[src/hdl/tesf_pkg.sv]
// Shared types, constants and command/status structs of the escape sequence filter.
package tesf_pkg;

   localparam int PARAM_DEPTH_DEFAULT = 16;

   localparam logic [7:0] ESC_BYTE      = 8'h1B;
   localparam logic [7:0] LBRACKET_BYTE = 8'h5B;
   localparam logic [7:0] FINAL_LO      = 8'h40;
   localparam logic [7:0] FINAL_HI      = 8'h7E;
   localparam logic [6:0] SAFE_RESET    = 7'h6D;

   typedef enum logic [1:0] {
      MODE_TEXT = 2'd0,
      MODE_ESC  = 2'd1,
      MODE_CSI  = 2'd2
   } mode_type;

   typedef enum logic [2:0] {
      SEL_CUR   = 3'd0,
      SEL_BYTE  = 3'd1,
      SEL_ESC   = 3'd2,
      SEL_LB    = 3'd3,
      SEL_PARAM = 3'd4,
      SEL_ZERO  = 3'd5
   } out_sel_type;

   typedef struct packed {
      logic        use_held;
      logic        latch_byte;
      logic        load_out;
      out_sel_type out_sel;
      logic        out_last;
      logic        mode_we;
      mode_type    mode_next;
      logic        clear_seq;
      logic        store_param;
      logic        set_overlong;
      logic        flush_start;
      logic        flush_adv;
   } cmd_type;

   typedef struct packed {
      mode_type mode;
      logic     cur_is_esc;
      logic     cur_is_lb;
      logic     cur_is_zero;
      logic     cur_is_final;
      logic     cur_is_safe;
      logic     count_full;
      logic     overlong;
      logic     params_empty;
      logic     flush_last;
      logic     out_free;
   } status_type;

endpackage

[src/hdl/tesf_ram.sv]
// Generic single-write, single-read RAM with registered read data.
module tesf_ram #(
   parameter int WIDTH = 8,
   parameter int DEPTH = 16,
   localparam int AW = (DEPTH > 1) ? $clog2(DEPTH) : 1
) (
   input  logic             clock,
   input  logic             wr_en,
   input  logic [AW-1:0]    wr_addr,
   input  logic [WIDTH-1:0] wr_data,
   input  logic [AW-1:0]    rd_addr,
   output logic [WIDTH-1:0] rd_data
);

   logic [WIDTH-1:0] mem_ff [DEPTH];
   logic [WIDTH-1:0] rd_data_ff;

   always_ff @(posedge clock) begin
      if (wr_en) begin
         mem_ff[wr_addr] <= wr_data;
      end
      rd_data_ff <= mem_ff[rd_addr];
   end

   assign rd_data = rd_data_ff;

endmodule

[src/hdl/tesf_ctrl.sv]
// Controller state machine: decodes each request and sequences multi-byte output.
module tesf_ctrl (
   input  logic                clock,
   input  logic                reset,
   input  logic                req_tvalid,
   output logic                req_tready,
   input  tesf_pkg::status_type status,
   output tesf_pkg::cmd_type    cmd
);

   typedef enum logic [5:0] {
      S_IDLE = 6'b000001,
      S_HOLD = 6'b000010,
      S_EMIT = 6'b000100,
      S_FLB  = 6'b001000,
      S_FPAR = 6'b010000,
      S_FFIN = 6'b100000
   } state_type;

   state_type state_ff, state_in;
   logic      go;

   always_ff @(posedge clock) begin
      if (reset) begin
         state_ff <= S_IDLE;
      end else begin
         state_ff <= state_in;
      end
   end

   assign req_tready = (state_ff == S_IDLE);

   always_comb begin
      cmd           = '0;
      cmd.out_sel   = tesf_pkg::SEL_CUR;
      cmd.mode_next = tesf_pkg::MODE_TEXT;
      cmd.use_held  = (state_ff == S_HOLD);
      state_in      = state_ff;
      go            = 1'b0;

      case (state_ff)
         S_IDLE: begin
            if (req_tvalid) begin
               cmd.latch_byte = 1'b1;
               if (status.out_free) begin
                  go = 1'b1;
               end else begin
                  state_in = S_HOLD;
               end
            end
         end
         S_HOLD: begin
            go = status.out_free;
         end
         S_EMIT: begin
            if (status.out_free) begin
               cmd.load_out = 1'b1;
               cmd.out_sel  = tesf_pkg::SEL_BYTE;
               cmd.out_last = 1'b1;
               state_in     = S_IDLE;
            end
         end
         S_FLB: begin
            if (status.out_free) begin
               cmd.load_out = 1'b1;
               cmd.out_sel  = tesf_pkg::SEL_LB;
               state_in     = status.params_empty ? S_FFIN : S_FPAR;
            end
         end
         S_FPAR: begin
            if (status.out_free) begin
               cmd.load_out  = 1'b1;
               cmd.out_sel   = tesf_pkg::SEL_PARAM;
               cmd.flush_adv = 1'b1;
               if (status.flush_last) begin
                  state_in = S_FFIN;
               end
            end
         end
         S_FFIN: begin
            if (status.out_free) begin
               cmd.load_out  = 1'b1;
               cmd.out_sel   = tesf_pkg::SEL_BYTE;
               cmd.out_last  = 1'b1;
               cmd.clear_seq = 1'b1;
               state_in      = S_IDLE;
            end
         end
         default: begin
            state_in = S_IDLE;
         end
      endcase

      // Decode the current byte against the scan mode.
      if (go) begin
         state_in = S_IDLE;
         case (status.mode)
            tesf_pkg::MODE_ESC: begin
               if (status.cur_is_lb) begin
                  cmd.mode_we   = 1'b1;
                  cmd.mode_next = tesf_pkg::MODE_CSI;
                  cmd.clear_seq = 1'b1;
               end else if (status.cur_is_esc) begin
                  cmd.load_out = 1'b1;
                  cmd.out_sel  = tesf_pkg::SEL_ESC;
                  cmd.out_last = 1'b1;
               end else begin
                  cmd.load_out  = 1'b1;
                  cmd.out_sel   = tesf_pkg::SEL_ESC;
                  cmd.mode_we   = 1'b1;
                  cmd.mode_next = tesf_pkg::MODE_TEXT;
                  state_in      = S_EMIT;
               end
            end
            tesf_pkg::MODE_CSI: begin
               if (status.cur_is_zero) begin
                  cmd.load_out  = 1'b1;
                  cmd.out_sel   = tesf_pkg::SEL_ZERO;
                  cmd.out_last  = 1'b1;
                  cmd.clear_seq = 1'b1;
                  cmd.mode_we   = 1'b1;
                  cmd.mode_next = tesf_pkg::MODE_TEXT;
               end else if (status.cur_is_final) begin
                  cmd.mode_we   = 1'b1;
                  cmd.mode_next = tesf_pkg::MODE_TEXT;
                  if (status.cur_is_safe && !status.overlong) begin
                     cmd.load_out    = 1'b1;
                     cmd.out_sel     = tesf_pkg::SEL_ESC;
                     cmd.flush_start = 1'b1;
                     state_in        = S_FLB;
                  end else begin
                     cmd.clear_seq = 1'b1;
                  end
               end else if (!status.count_full) begin
                  cmd.store_param = 1'b1;
               end else begin
                  cmd.set_overlong = 1'b1;
               end
            end
            default: begin
               if (status.cur_is_esc) begin
                  cmd.mode_we   = 1'b1;
                  cmd.mode_next = tesf_pkg::MODE_ESC;
               end else begin
                  cmd.load_out = 1'b1;
                  cmd.out_sel  = tesf_pkg::SEL_CUR;
                  cmd.out_last = 1'b1;
               end
            end
         endcase
      end
   end

endmodule

[src/hdl/tesf_dp.sv]
// Datapath: scan mode, parameter buffer, safe byte register and output register.
module tesf_dp #(
   parameter int PARAM_DEPTH = tesf_pkg::PARAM_DEPTH_DEFAULT
) (
   input  logic                 clock,
   input  logic                 reset,
   input  logic [7:0]           req_byte,
   input  logic                 csr_we,
   input  logic [6:0]           csr_value,
   output logic                 rsp_tvalid,
   input  logic                 rsp_tready,
   output logic [7:0]           rsp_tdata,
   output logic                 rsp_tlast,
   input  tesf_pkg::cmd_type    cmd,
   output tesf_pkg::status_type status
);

   localparam int AW = (PARAM_DEPTH > 1) ? $clog2(PARAM_DEPTH) : 1;
   localparam int CW = $clog2(PARAM_DEPTH + 1);

   logic [7:0]         byte_ff, byte_in;
   logic [7:0]         cur_byte;
   logic [6:0]         safe_ff;
   tesf_pkg::mode_type mode_ff;
   logic [CW-1:0]      count_ff;
   logic               overlong_ff;
   logic [AW-1:0]      idx_ff, idx_in;
   logic [7:0]         param_rd;
   logic               out_valid_ff;
   logic [7:0]         out_byte_ff, out_byte_in;
   logic               out_last_ff;
   logic               out_free;

   assign cur_byte = cmd.use_held ? byte_ff : req_byte;
   assign byte_in  = cmd.latch_byte ? req_byte : byte_ff;
   assign out_free = !out_valid_ff || rsp_tready;

   always_comb begin
      idx_in = idx_ff;
      if (cmd.flush_start) begin
         idx_in = '0;
      end else if (cmd.flush_adv) begin
         idx_in = idx_ff + AW'(1);
      end
   end

   always_comb begin
      case (cmd.out_sel)
         tesf_pkg::SEL_CUR:   out_byte_in = cur_byte;
         tesf_pkg::SEL_BYTE:  out_byte_in = byte_ff;
         tesf_pkg::SEL_ESC:   out_byte_in = tesf_pkg::ESC_BYTE;
         tesf_pkg::SEL_LB:    out_byte_in = tesf_pkg::LBRACKET_BYTE;
         tesf_pkg::SEL_PARAM: out_byte_in = param_rd;
         tesf_pkg::SEL_ZERO:  out_byte_in = 8'h00;
         default:             out_byte_in = cur_byte;
      endcase
   end

   always_ff @(posedge clock) begin
      byte_ff <= byte_in;
      idx_ff  <= idx_in;
      if (cmd.load_out) begin
         out_byte_ff <= out_byte_in;
         out_last_ff <= cmd.out_last;
      end
   end

   always_ff @(posedge clock) begin
      if (reset) begin
         safe_ff      <= tesf_pkg::SAFE_RESET;
         mode_ff      <= tesf_pkg::MODE_TEXT;
         count_ff     <= '0;
         overlong_ff  <= 1'b0;
         out_valid_ff <= 1'b0;
      end else begin
         if (csr_we) begin
            safe_ff <= csr_value;
         end
         if (cmd.mode_we) begin
            mode_ff <= cmd.mode_next;
         end
         if (cmd.clear_seq) begin
            count_ff    <= '0;
            overlong_ff <= 1'b0;
         end else begin
            if (cmd.store_param) begin
               count_ff <= count_ff + CW'(1);
            end
            if (cmd.set_overlong) begin
               overlong_ff <= 1'b1;
            end
         end
         if (cmd.load_out) begin
            out_valid_ff <= 1'b1;
         end else if (rsp_tready) begin
            out_valid_ff <= 1'b0;
         end
      end
   end

   tesf_ram #(
      .WIDTH (8),
      .DEPTH (PARAM_DEPTH)
   ) u_param_ram (
      .clock   (clock),
      .wr_en   (cmd.store_param),
      .wr_addr (count_ff[AW-1:0]),
      .wr_data (cur_byte),
      .rd_addr (idx_in),
      .rd_data (param_rd)
   );

   assign status.mode         = mode_ff;
   assign status.cur_is_esc   = (cur_byte == tesf_pkg::ESC_BYTE);
   assign status.cur_is_lb    = (cur_byte == tesf_pkg::LBRACKET_BYTE);
   assign status.cur_is_zero  = (cur_byte == 8'h00);
   assign status.cur_is_final = (cur_byte >= tesf_pkg::FINAL_LO) &&
                                (cur_byte <= tesf_pkg::FINAL_HI);
   assign status.cur_is_safe  = (cur_byte == {1'b0, safe_ff});
   assign status.count_full   = (count_ff == CW'(PARAM_DEPTH));
   assign status.overlong     = overlong_ff;
   assign status.params_empty = (count_ff == '0);
   assign status.flush_last   = ((CW'(idx_ff) + CW'(1)) == count_ff);
   assign status.out_free     = out_free;

   assign rsp_tvalid = out_valid_ff;
   assign rsp_tdata  = out_byte_ff;
   assign rsp_tlast  = out_last_ff;

endmodule

[src/hdl/terminal_escape_sequence_filter_core.sv]
// Top level of the terminal escape sequence filter: controller, datapath and checks.
//
// Usage:
//   req_* carries one text byte per request; a zero byte ends the line.
//   rsp_* carries the filtered bytes; rsp_tlast marks the last response byte
//   caused by one request. csr_* writes the safe final byte (7 bits); it is
//   always ready and must only be written while the filter is idle.
// Output sequencing and throughput:
//   A plain byte is loaded into the output register that drives rsp_tdata, and
//   plain text flows at one byte per cycle while rsp_tready stays high. ESC
//   then a byte other than '[' or ESC yields two response bytes, ESC and then
//   that byte, with req_tready low while the second is emitted. A passed
//   control sequence with N buffered parameter bytes is replayed from the
//   parameter RAM as N+3 bytes, req_tready low from the '[' to the final byte.
//   ESC, '[', parameter bytes and dropped sequences produce no response.
// Reset:
//   Return to plain text mode, empty the parameter buffer and restore the
//   safe final byte to 'm'. The parameter RAM itself is not cleared.
// Backpressure:
//   The output register holds its byte while rsp_tready is low; one more
//   request is taken and held, then req_tready drops until space frees up.
module terminal_escape_sequence_filter_core #(
   parameter int PARAM_DEPTH = tesf_pkg::PARAM_DEPTH_DEFAULT
) (
   input  logic       clock,
   input  logic       reset,
   // request: [7:0] in_byte
   input  logic       req_tvalid,
   output logic       req_tready,
   input  logic [7:0] req_tdata,
   // response: [7:0] out_byte; tlast carries last
   output logic       rsp_tvalid,
   input  logic       rsp_tready,
   output logic [7:0] rsp_tdata,
   output logic       rsp_tlast,
   // config write: [6:0] safe_final_byte, [7] zero
   input  logic       csr_tvalid,
   output logic       csr_tready,
   input  logic [7:0] csr_tdata
);

   tesf_pkg::cmd_type    cmd;
   tesf_pkg::status_type status;

   // Config register accepts a write in any cycle.
   assign csr_tready = 1'b1;

   tesf_ctrl u_ctrl (
      .clock      (clock),
      .reset      (reset),
      .req_tvalid (req_tvalid),
      .req_tready (req_tready),
      .status     (status),
      .cmd        (cmd)
   );

   tesf_dp #(
      .PARAM_DEPTH (PARAM_DEPTH)
   ) u_dp (
      .clock      (clock),
      .reset      (reset),
      .req_byte   (req_tdata),
      .csr_we     (csr_tvalid && csr_tready),
      .csr_value  (csr_tdata[6:0]),
      .rsp_tvalid (rsp_tvalid),
      .rsp_tready (rsp_tready),
      .rsp_tdata  (rsp_tdata),
      .rsp_tlast  (rsp_tlast),
      .cmd        (cmd),
      .status     (status)
   );

`ifndef SYNTH
   // Never overwrite a response that has not been taken.
   a_load_free: assert property (@(posedge clock) disable iff (reset)
      cmd.load_out |-> status.out_free)
      else $error("response loaded while output register busy");

   // Buffer a parameter byte only while there is room.
   a_store_room: assert property (@(posedge clock) disable iff (reset)
      cmd.store_param |-> !status.count_full)
      else $error("parameter stored into full buffer");

   // An overlong sequence only arises after the buffer filled.
   a_overlong_full: assert property (@(posedge clock) disable iff (reset)
      status.overlong |-> status.count_full)
      else $error("overlong flag set with buffer not full");

   // No request is taken while a sequence is being replayed.
   a_no_accept_flush: assert property (@(posedge clock) disable iff (reset)
      cmd.flush_adv |-> !req_tready)
      else $error("request ready during sequence replay");
`endif

endmodule

[config.mk]
export PLATFORM = sky130hd
export DESIGN_NAME = terminal_escape_sequence_filter_core
export DESIGN_NICKNAME = d
export VERILOG_FILES = /design/src/hdl/tesf_pkg.sv /design/src/hdl/tesf_ram.sv /design/src/hdl/tesf_ctrl.sv /design/src/hdl/tesf_dp.sv /design/src/hdl/terminal_escape_sequence_filter_core.sv
export SDC_FILE = /design/constraint.sdc
export NUM_CORES = 1
export LEC_CHECK = 0
export ABC_AREA = 1
export CORE_ASPECT_RATIO = 0.6
export CORE_MARGIN = 10
export CORE_UTILIZATION = 36
export DETAILED_ROUTE_END_ITERATION = 12
export DONT_BUFFER_PORTS = 1
export SYNTH_ARGS = -nofsm -noshare
export SYNTH_HDL_FRONTEND = slang
export SYNTH_SLANG_ARGS = --single-unit
[constraint.sdc]
create_clock -name clock -period 6.65 [get_ports clock]
set_input_delay 1.33 -clock clock [delete_from_list [all_inputs] [get_ports clock]]
set_output_delay 1.33 -clock clock [all_outputs]
set_load 0.01 [all_outputs]
==> flow_summary_export.csv, run 1 <==
group,metric,value,unit
routing,ant_nets,0,
synthesis,synth-edff-count,145,
run_status,outcome,"complete, no violations",
place,routabilityCongestion,0.971,
timing,setup_viol,0,
critical_path,crit_path_end_kind,"flop",
routing,route.top_layer_used,"met4",
floorplan,coreArea,0.0222,mm2
routing,vias_per_cell,5.09,
critical_path,worstSetupStartpoint,"u_ctrl.state_ff[3]",
synthesis,async_reset_ff_share,0,%
timing,fin_setup_tns,0,ns
critical_path,cp_common_cell,"nand2_1",
timing,finalClockSkew,0.00841,ns
critical_path,cp.required,6.96,ns
power_and_ir_drop,switchingPower,1.23,mW
cts,cts_buffers,17,
cts,cts_root_buf,"clkbuf_16",
floorplan,start_util,37.0,%
routing,wl_per_cell,18.0,um
power_and_ir_drop,combPwrFrac,29.7,%
power_and_ir_drop,pwr-share-seq,41.3,%
layout,area.growth.synth_to_final,9.99,%
critical_path,rrSetupSlack,2.28,ns
global_routing,grt_overflow,0,
floorplan,die_area,0.0295,mm2
routing,first_pass_iters,5,
layout,layout-drive-gt1-share,7.85,%
synthesis,ys_types,42,
global_routing,grt_usage,14.0,%
power_and_ir_drop,internal_power,2.19,mW
place,dp_hpwl,14.3,mm
critical_path,crit_path_end,"u_dp.u_param_ram.rd_data[1]",
critical_path,worstPathMaxFanout,97,
power_and_ir_drop,swShare,36.1,%
floorplan,io_pins,33,
critical_path,arrival,4.68,ns
timing,finalCritPeriodShare,65.8,%
power_and_ir_drop,vdd_drop_max,0.243,mV
synthesis,syn_avg_cell_area,10.0,um2
power_and_ir_drop,p_leak,3.39,nW
cts,cts_tree,"done",
synthesis,ys.warnings.count,0,
synthesis,synth_seq_cells,179,
worst_hold_path,hold_class,"flop to flop",
critical_path,r2r_cells,14,
timing,hold_viol,0,
cts,cts-resized-gates,0,
critical_path,cpPeakStageDelay,0.73,ns
floorplan,fp.dieH,137,um
timing,tightestPinTransition,1.15,ns
synthesis,synth_flop_cell,"edfxtp_1",
place,port-buffer-count,0,
cts,cts_hold_buf,0,
synthesis,syn_area,0.00822,mm2
cts,cts_sinks,179,
synthesis,syn_inst,820,
layout,n_antenna_cell,0,
global_routing,grt_pass1_vias,5290,
cts,clk_pin_slew_worst_paths,0.07,ns
layout,finish.utilization,40.7,%
critical_path,crit_slowest_cell,"buf_4",
critical_path,r2r_start,"u_ctrl.state_ff[3]",
layout,fin_nets,843,
timing,max-slew-margin-rel,23.4,%
timing,period_needed,4.37,ns
cts,htreeDepth,4,
job,drv_cap,0,
power_and_ir_drop,p_per_area,379,mW/mm2
critical_path,crit_chain,"nor2_2 > nand2_1 > nor3_1 > inv_1 > nor2_2 > xor2_1 > inv_1 > nand2_2 > buf_4 > nand2_1 > o211ai_1 > nand3_1 > nand3_1 > nand2_1",
floorplan,die_w,215,um
global_routing,grt_max_degree,98,
timing,rsz0062_at_grt,"no",
critical_path,start_kind,"flop",
routing,vias,5782,
power_and_ir_drop,power_frac_clock,29.1,%
global_routing,antenna_found_initial,0,
timing,drv_slew,0,
cts,clockBufferDepth,2,
critical_path,timing.rr.end,"u_dp.u_param_ram.rd_data[1]",
cts,clock_latency,0.43,ns
routing,wl_met2,7.47,mm
routing,drtIter0Drc,606,
routing,wl,20.5,mm
timing,fmax,229,MHz
routing,route.met3.wl,2.52,mm
floorplan,row_count,42,
global_routing,grt_pass1_wl,31.3,mm
cts,cts_setup_buffers,0,
critical_path,setup.worst_path.class,"flop to flop",
routing,drcViolationCount,0,
synthesis,ys_seq_area_share,61.3,%
synthesis,synthesis.nets,848,
routing,drt-met1-wl,10.2,mm
how the worst min path moves through the flow:
stage,end,startpoint,cells after the start
after global routing,u_dp.safe_ff[1],u_dp.safe_ff[1],2
after CTS,u_dp.safe_ff[0],u_dp.safe_ff[0],2
after global placement,u_dp.safe_ff[1],u_dp.safe_ff[1],2
final,u_dp.safe_ff[0],u_dp.safe_ff[0],2
after detailed placement,u_dp.safe_ff[0],u_dp.safe_ff[0],2
after floorplan,u_dp.safe_ff[1],u_dp.safe_ff[1],2
final cells by class:
cell class | count | area, um2
Inverter | 106 | 398
Multi-Input combinational cell | 505 | 2590
Fill cell | 2213 | 13200
Clock buffer | 22 | 474
Sequential cell | 179 | 5030
Timing Repair Buffer | 6 | 45.0
Tap cell | 308 | 385
Clock inverter | 10 | 106
through the flow:
step                      total power, mW  setup slack [ns]  hold slack [ns]  std cells  instance area [um2]
after floorplan                      2.16              3.20            0.448        820                 8220
after global placement               2.43              2.18            0.466       1104                 8460
after detailed placement             2.44              2.13            0.475       1104                 8460
after CTS                            3.43              2.29            0.484       1136                 9040
after global routing                 3.61              1.85            0.514       1136                 9040
final                                3.42              2.28            0.486       1136                 9040
metal layers:
layer	global-route usage, %	vias to the layer above
li1	-	2818
met1	20.4	2734
met2	17.3	209
met3	6.68	21
met4	4.20	0
met5	0	-
placed cells by master, fill, tap and decap left out, types with 2 or more instances in the layout:
master,netlist,layout
a211oi_1,2,2
a21oi_1,17,17
a22o_1,2,2
buf_4,7,6
bufinv_16,0,2
clkbuf_1,6,2
clkbuf_16,0,17
clkbuf_8,0,3
clkinv_1,1,2
clkinv_2,0,4
clkinvlp_4,0,3
dfxtp_1,34,34
edfxtp_1,145,145
ha_1,7,7
inv_1,100,100
inv_2,5,5
nand2_1,148,148
nand2_2,5,5
nand3_1,56,56
nand4_1,23,23
nor2_1,94,94
nor2_2,5,5
nor2_4,4,4
nor3_1,10,10
nor4_1,2,2
o211ai_1,47,47
o211ai_2,3,3
o21ai_0,50,50
o21ai_1,7,7
or2_2,2,2
xor2_1,8,8
power groups by stage:
stage          clock (mW)  sequential (mW)  combinational [mW]
2_1_floorplan           0             1.41               0.744
3_3_place_gp            0             1.43               0.997
3_5_place_dp            0             1.44                1.01
4_1_cts              1.01             1.41                1.01
5_1_grt              1.06             1.42                1.13
6_report            0.995             1.41                1.01
registers in the layout, summed over array words and instances (netlist names):
| signal | flops |
|---|---|
| u_ctrl.state_ff | 6 |
| u_dp.byte_ff | 8 |
| u_dp.count_ff | 5 |
| u_dp.idx_ff | 4 |
| u_dp.mode_ff | 2 |
| u_dp.overlong_ff | 1 |
| u_dp.rsp_tdata | 8 |
| u_dp.rsp_tlast | 1 |
| u_dp.rsp_tvalid | 1 |
| u_dp.safe_ff | 7 |
| u_dp.u_param_ram.mem_ff | 128 |
| u_dp.u_param_ram.rd_data | 8 |
critical path: cells and delay by family, from the launching register on:
family	cells	cell delay, ns
compound gates	1	0.12
buf+inv	3	1.33
xor+xnor	1	0.19
simple gates	9	2.19
flops	1	0.34
kinds of logic after synthesis:
group / count (synthesis) / synth area share (%)
muxes: 1 / 0.122
xor gates and xnor gates: 8 / 0.853
buffers and inverters: 136 / 7.16
adders and majority gates: 7 / 1.07
AOI/OAI and AO/OA: 134 / 10.2
and+or+nand+nor: 354 / 19.2
DFF: 179 / 61.3
other: 1 / 0.0456
cell usage after synthesis, types with 6 or more instances:
| master | instances | share of area, % |
|---|---|---|
| buf_4 | 7 | 0.64 |
| ha_1 | 7 | 1.1 |
| clkbuf_1 | 6 | 0.27 |
| nor3_1 | 10 | 0.61 |
| nand2_1 | 148 | 6.8 |
| edfxtp_1 | 145 | 53 |
| nand3_1 | 56 | 3.4 |
| o21ai_0 | 50 | 3.0 |
| xor2_1 | 8 | 0.85 |
| nand4_1 | 23 | 1.8 |
| nor2_1 | 94 | 4.3 |
| buf_2 | 11 | 0.67 |
| o211ai_1 | 47 | 4.3 |
| a21oi_1 | 17 | 1.0 |
| dfxtp_1 | 34 | 8.3 |
| inv_1 | 100 | 4.6 |
| o21ai_1 | 7 | 0.43 |
Power figures use the tool's default switching activity.
==> run 2: changes to the inputs <==
- clock period: 6.65 -> 4.25 ns (I/O delays scaled with it)
==> run 2 against run 1 <==
Maximum frequency is 16% higher; design area is 1.5% higher; wire length is 3.3% higher; sequential power is 57% higher; setup slack worse by 1.8 ns; worst hold slack worse by 0.016 ns; core utilization is 0.60 points higher; global-route usage is 0.47 points higher; power is 57% higher; clock-buffer cell count is 3 lower; die area stayed put; sequential share of layout area is 0.81 points lower.
==> flow_summary_export.csv, run 2 (synthesized netlist as in run 1, its figures left out) <==
group,metric,value,unit
job,drv_cap,0,
floorplan,coreArea,0.0222,mm2
timing,tightestPinTransition,0.724,ns
power_and_ir_drop,switchingPower,2.00,mW
worst_hold_path,min-delay-start,"u_dp.safe_ff[1]",
timing,setup_viol,0,
power_and_ir_drop,vdd_drop_max,0.379,mV
timing,fin_setup_tns,0,ns
routing,drcViolationCount,0,
timing,period_needed,3.78,ns
timing,finalClockSkew,0.0109,ns
critical_path,worstPathMaxFanout,19,
cts,cts_root_buf,"clkbuf_16",
global_routing,antenna_found_initial,0,
floorplan,fp.dieH,137,um
floorplan,die_area,0.0295,mm2
place,dp_hpwl,15.0,mm
timing,fmax,265,MHz
critical_path,crit_path_end_kind,"flop",
cts,htreeDepth,4,
power_and_ir_drop,p_leak,3.48,nW
routing,ant_nets,0,
cts,cts_sinks,179,
layout,area.growth.synth_to_final,11.6,%
layout,regMostFlops,"u_dp.u_param_ram.mem_ff",
critical_path,rrSetupSlack,0.47,ns
worst_hold_path,hold_class,"flop to flop",
cts,clk_pin_slew_worst_paths,0.07,ns
critical_path,cp.required,4.31,ns
power_and_ir_drop,power_frac_clock,27.9,%
cts,clock_latency,0.43,ns
power_and_ir_drop,p_per_area,585,mW/mm2
run_status,outcome,"complete, no violations",
power_and_ir_drop,internal_power,3.36,mW
critical_path,setup.worst_path.class,"flop to flop",
floorplan,io_pins,33,
timing,max-slew-margin-rel,51.5,%
routing,drt-met1-wl,10.3,mm
timing,finalWorstSetupSlack,0.475,ns
critical_path,r2r_start,"u_ctrl.state_ff[3]",
routing,wl_met2,7.84,mm
layout,layout_common_cells,"nand2_1 (148), edfxtp_1 (145), inv_1 (100)",
layout,layout-drive-gt1-share,10.0,%
routing,vias_per_cell,5.09,
global_routing,grt_max_degree,98,
cts,clockBufferDepth,2,
layout,finish.utilization,41.3,%
critical_path,arrival,3.83,ns
cts,cts_setup_buffers,0,
routing,route.top_layer_used,"met4",
routing,drtIter0Drc,592,
layout,largest_reg_flops,128,
power_and_ir_drop,combPwrFrac,31.0,%
routing,route.met3.wl,2.81,mm
power_and_ir_drop,pwr-share-seq,41.1,%
global_routing,grt_pass1_wl,32.3,mm
critical_path,start_kind,"flop",
layout,nFillCells,2190,
routing,wl_per_cell,18.3,um
cts,cts_tree,"done",
timing,finalCritPeriodShare,88.8,%
cts,cts_buffers,17,
floorplan,start_util,37.0,%
floorplan,row_count,42,
power_and_ir_drop,swShare,37.3,%
layout,n_antenna_cell,0,
layout,fin_nets,862,
timing,drv_slew,0,
global_routing,grt_usage,14.5,%
floorplan,die_w,215,um
place,routabilityCongestion,0.958,
routing,first_pass_iters,5,
place,port-buffer-count,0,
place,dp_slack,0.585,ns
cts,cts_hold_buf,0,
timing,hold_viol,0,
cts,cts-resized-gates,0,
timing,rsz0062_at_grt,"no",
layout,layout_commonest_cell,"nand2_1",
global_routing,grt_pass1_vias,5402,
routing,wl,21.1,mm
critical_path,worstSetupStartpoint,"u_ctrl.state_ff[3]",
routing,vias,5878,
global_routing,grt_overflow,0,
## run 2: layout make-up
class	instances	area (um2)	share of cell area, %
well taps	308	385	4.20
inverters	106	398	4.34
clock buffers	19	433	4.72
multi-input cells	505	2590	28.3
clock inverters	13	126	1.38
repair buffers	25	200	2.18
flip-flops and latches	179	5030	54.9
## run 2: layer usage
| layer | up-vias | track usage [%] |
|---|---|---|
| li1 | 2856 | - |
| met1 | 2788 | 21.3 |
| met2 | 221 | 17.9 |
| met3 | 13 | 7.16 |
| met4 | 0 | 3.31 |
| met5 | - | 0 |
## run 2: power by group through the flow
stage / registers, mW / logic [mW] / clock network, mW
6_report: 2.21 / 1.66 / 1.50
2_1_floorplan: 2.21 / 1.16 / 0
3_3_place_gp: 2.24 / 1.61 / 0
3_5_place_dp: 2.24 / 1.63 / 0
4_1_cts: 2.21 / 1.64 / 1.53
5_1_grt: 2.22 / 1.85 / 1.62
## run 2: stage by stage
step | cell area, um2 | power [mW] | hold slack (ns) | instances
final | 9170 | 5.37 | 0.471 | 1155
after global routing | 9170 | 5.69 | 0.460 | 1155
after CTS | 9170 | 5.37 | 0.461 | 1155
after detailed placement | 8610 | 3.87 | 0.469 | 1123
after global placement | 8610 | 3.85 | 0.468 | 1123
after floorplan | 8220 | 3.38 | 0.448 | 820
## run 2: critical path, cell delays in order, from the launching register on
cell	delay, ns
dfxtp_1	0.34
nor2_2	0.42
nand3_4	0.30
nand2_1	0.16
nand2_1	0.11
inv_2	0.36
nand3_2	0.18
nor2_2	0.17
o21ai_1	0.11
inv_1	0.07
nand2_1	0.09
nor2_4	0.22
nand2_1	0.24
nor2_1	0.62
## run 2: worst paths after layout
kind	end	depth (start not counted)
max	u_dp.u_param_ram.mem_ff[7][3]	13
min	u_dp.safe_ff[1]	2
max reg2reg	u_dp.u_param_ram.mem_ff[7][3]	13
min reg2reg	u_dp.safe_ff[1]	2
==> run 3: changes to the inputs <==
- MAX_ROUTING_LAYER: not set -> met4
==> run 3 against run 2 <==
Power is essentially flat; global-route usage up 0.77 points; design area about the same; die area did not move; clock-buffer cell count unchanged; register-to-register slack better by 0.15 ns; non-clock buffer count grew 1.
==> flow_summary_export.csv, run 3 (synthesized netlist as in run 1, its figures left out) <==
group,metric,value,unit
critical_path,arrival,3.99,ns
power_and_ir_drop,p_leak,3.48,nW
cts,cts_root_buf,"clkbuf_16",
critical_path,crit_path_end_kind,"flop",
place,placed_cell_area,0.00862,mm2
critical_path,crit_path_end,"u_dp.u_param_ram.rd_data[1]",
timing,max-slew-margin-rel,50.9,%
critical_path,worstSetupStartpoint,"u_ctrl.state_ff[4]",
critical_path,timing.rr.end,"u_dp.u_param_ram.rd_data[1]",
timing,hold_viol,0,
global_routing,grt_overflow,0,
floorplan,die_area,0.0295,mm2
routing,drtIter0Drc,624,
layout,nFillCells,2184,
timing,whs,0.477,ns
power_and_ir_drop,vdd_drop_max,0.406,mV
timing,fmax,276,MHz
layout,layout_common_cells,"nand2_1 (148), edfxtp_1 (145), inv_1 (100)",
critical_path,worstPathMaxFanout,26,
timing,setup_viol,0,
timing,fin_setup_tns,0,ns
floorplan,start_util,37.0,%
timing,finalCritPeriodShare,85.4,%
layout,postLayoutCellArea,0.00918,mm2
layout,fin_nets,863,
cts,htreeDepth,4,
routing,vias_per_cell,5.15,
cts,clk_pin_slew_worst_paths,0.07,ns
floorplan,coreArea,0.0222,mm2
routing,vias,5958,
cts,clock_latency,0.43,ns
layout,layout-drive-gt1-share,10.0,%
cts,cts_setup_buffers,0,
timing,finalClockSkew,0.0128,ns
layout,largest_reg_flops,128,
global_routing,antenna_found_initial,0,
floorplan,fp.dieH,137,um
critical_path,rrSetupSlack,0.62,ns
global_routing,grt_pass1_vias,5621,
place,routabilityCongestion,0.941,
cts,cts_buffers,17,
layout,layout_commonest_cell,"nand2_1",
layout,area.growth.synth_to_final,11.7,%
timing,drv_slew,0,
cts,cts-resized-gates,0,
global_routing,grt_usage,15.2,%
routing,wl,21.5,mm
routing,ant_nets,0,
critical_path,setup.worst_path.class,"flop to flop",
floorplan,io_pins,33,
place,dp_hpwl,15.2,mm
critical_path,cp.required,4.61,ns
global_routing,grt_max_degree,98,
routing,wl_per_cell,18.6,um
floorplan,die_w,215,um
power_and_ir_drop,p_per_area,584,mW/mm2
job,drv_cap,0,
place,port-buffer-count,0,
run_status,outcome,"complete, no violations",
cts,cts_hold_buf,0,
routing,first_pass_iters,5,
layout,n_antenna_cell,0,
timing,tightestPinTransition,0.734,ns
cts,clockBufferDepth,2,
worst_hold_path,hold_class,"flop to flop",
critical_path,r2r_start,"u_ctrl.state_ff[4]",
routing,drcViolationCount,0,
cts,cts_sinks,179,
global_routing,grt_pass1_wl,33.2,mm
critical_path,r2r_cells,15,
critical_path,start_kind,"flop",
floorplan,row_count,42,
timing,period_needed,3.63,ns
layout,regMostFlops,"u_dp.u_param_ram.mem_ff",
timing,rsz0062_at_grt,"no",
cts,cts_tree,"done",
[run 3: layer usage]
layer	vias to the layer above	global-route usage, %	wire, um
met5	-	-	0
met4	0	3.31	140
met3	17	5.62	2440
met2	240	19.0	8120
met1	2844	22.4	10800
li1	2857	-	-
[run 3: how the worst min path moves through the flow]
stage / from / to / depth (start not counted)
after floorplan: u_dp.safe_ff[1] / u_dp.safe_ff[1] / 2
after global placement: u_dp.safe_ff[2] / u_dp.safe_ff[2] / 2
after detailed placement: u_dp.safe_ff[1] / u_dp.safe_ff[1] / 2
after CTS: reset / u_dp.mode_ff[1] / 1
after global routing: reset / u_ctrl.state_ff[3] / 1
final: u_dp.safe_ff[1] / u_dp.safe_ff[1] / 2
[run 3: critical path, stage by stage (launching register included)]
cell	delay (ns)
dfxtp_1	0.35
nor2_4	0.35
nand3_4	0.24
nand2_1	0.14
nand2_1	0.10
inv_2	0.35
nand3_2	0.17
nor2_2	0.20
nor2_2	0.08
nand4_4	0.14
nand2_2	0.34
inv_2	0.42
o211ai_1	0.18
nand3_1	0.13
nand3_1	0.21
nand2_1	0.15
[run 3: final cells by class]
type                            count  area [um2]  share of cell area (%)
Inverter                          106         398                    4.34
Clock inverter                     13         125                    1.36
Sequential cell                   179        5030                    54.9
Multi-Input combinational cell    505        2590                    28.3
Tap cell                          308         385                    4.20
Clock buffer                       19         433                    4.72
Timing Repair Buffer               26         208                    2.26
[run 3: through the flow]
step / setup WS (ns) / total power, mW / util, % / cells
2_1_floorplan: 1.28 / 3.38 / - / 820
3_3_place_gp: 0.789 / 3.85 / 38.8 / 1124
3_5_place_dp: 0.720 / 3.87 / 38.8 / 1124
4_1_cts: 0.697 / 5.36 / 41.3 / 1156
5_1_grt: 0.327 / 5.65 / 41.3 / 1156
6_report: 0.622 / 5.36 / 41.3 / 1156
[run 3: where the power goes]
| part | internal [mW] | switching [mW] |
|---|---|---|
| registers | 2.11 | 0.101 |
| clock network | 0.815 | 0.688 |
| logic | 0.437 | 1.22 |
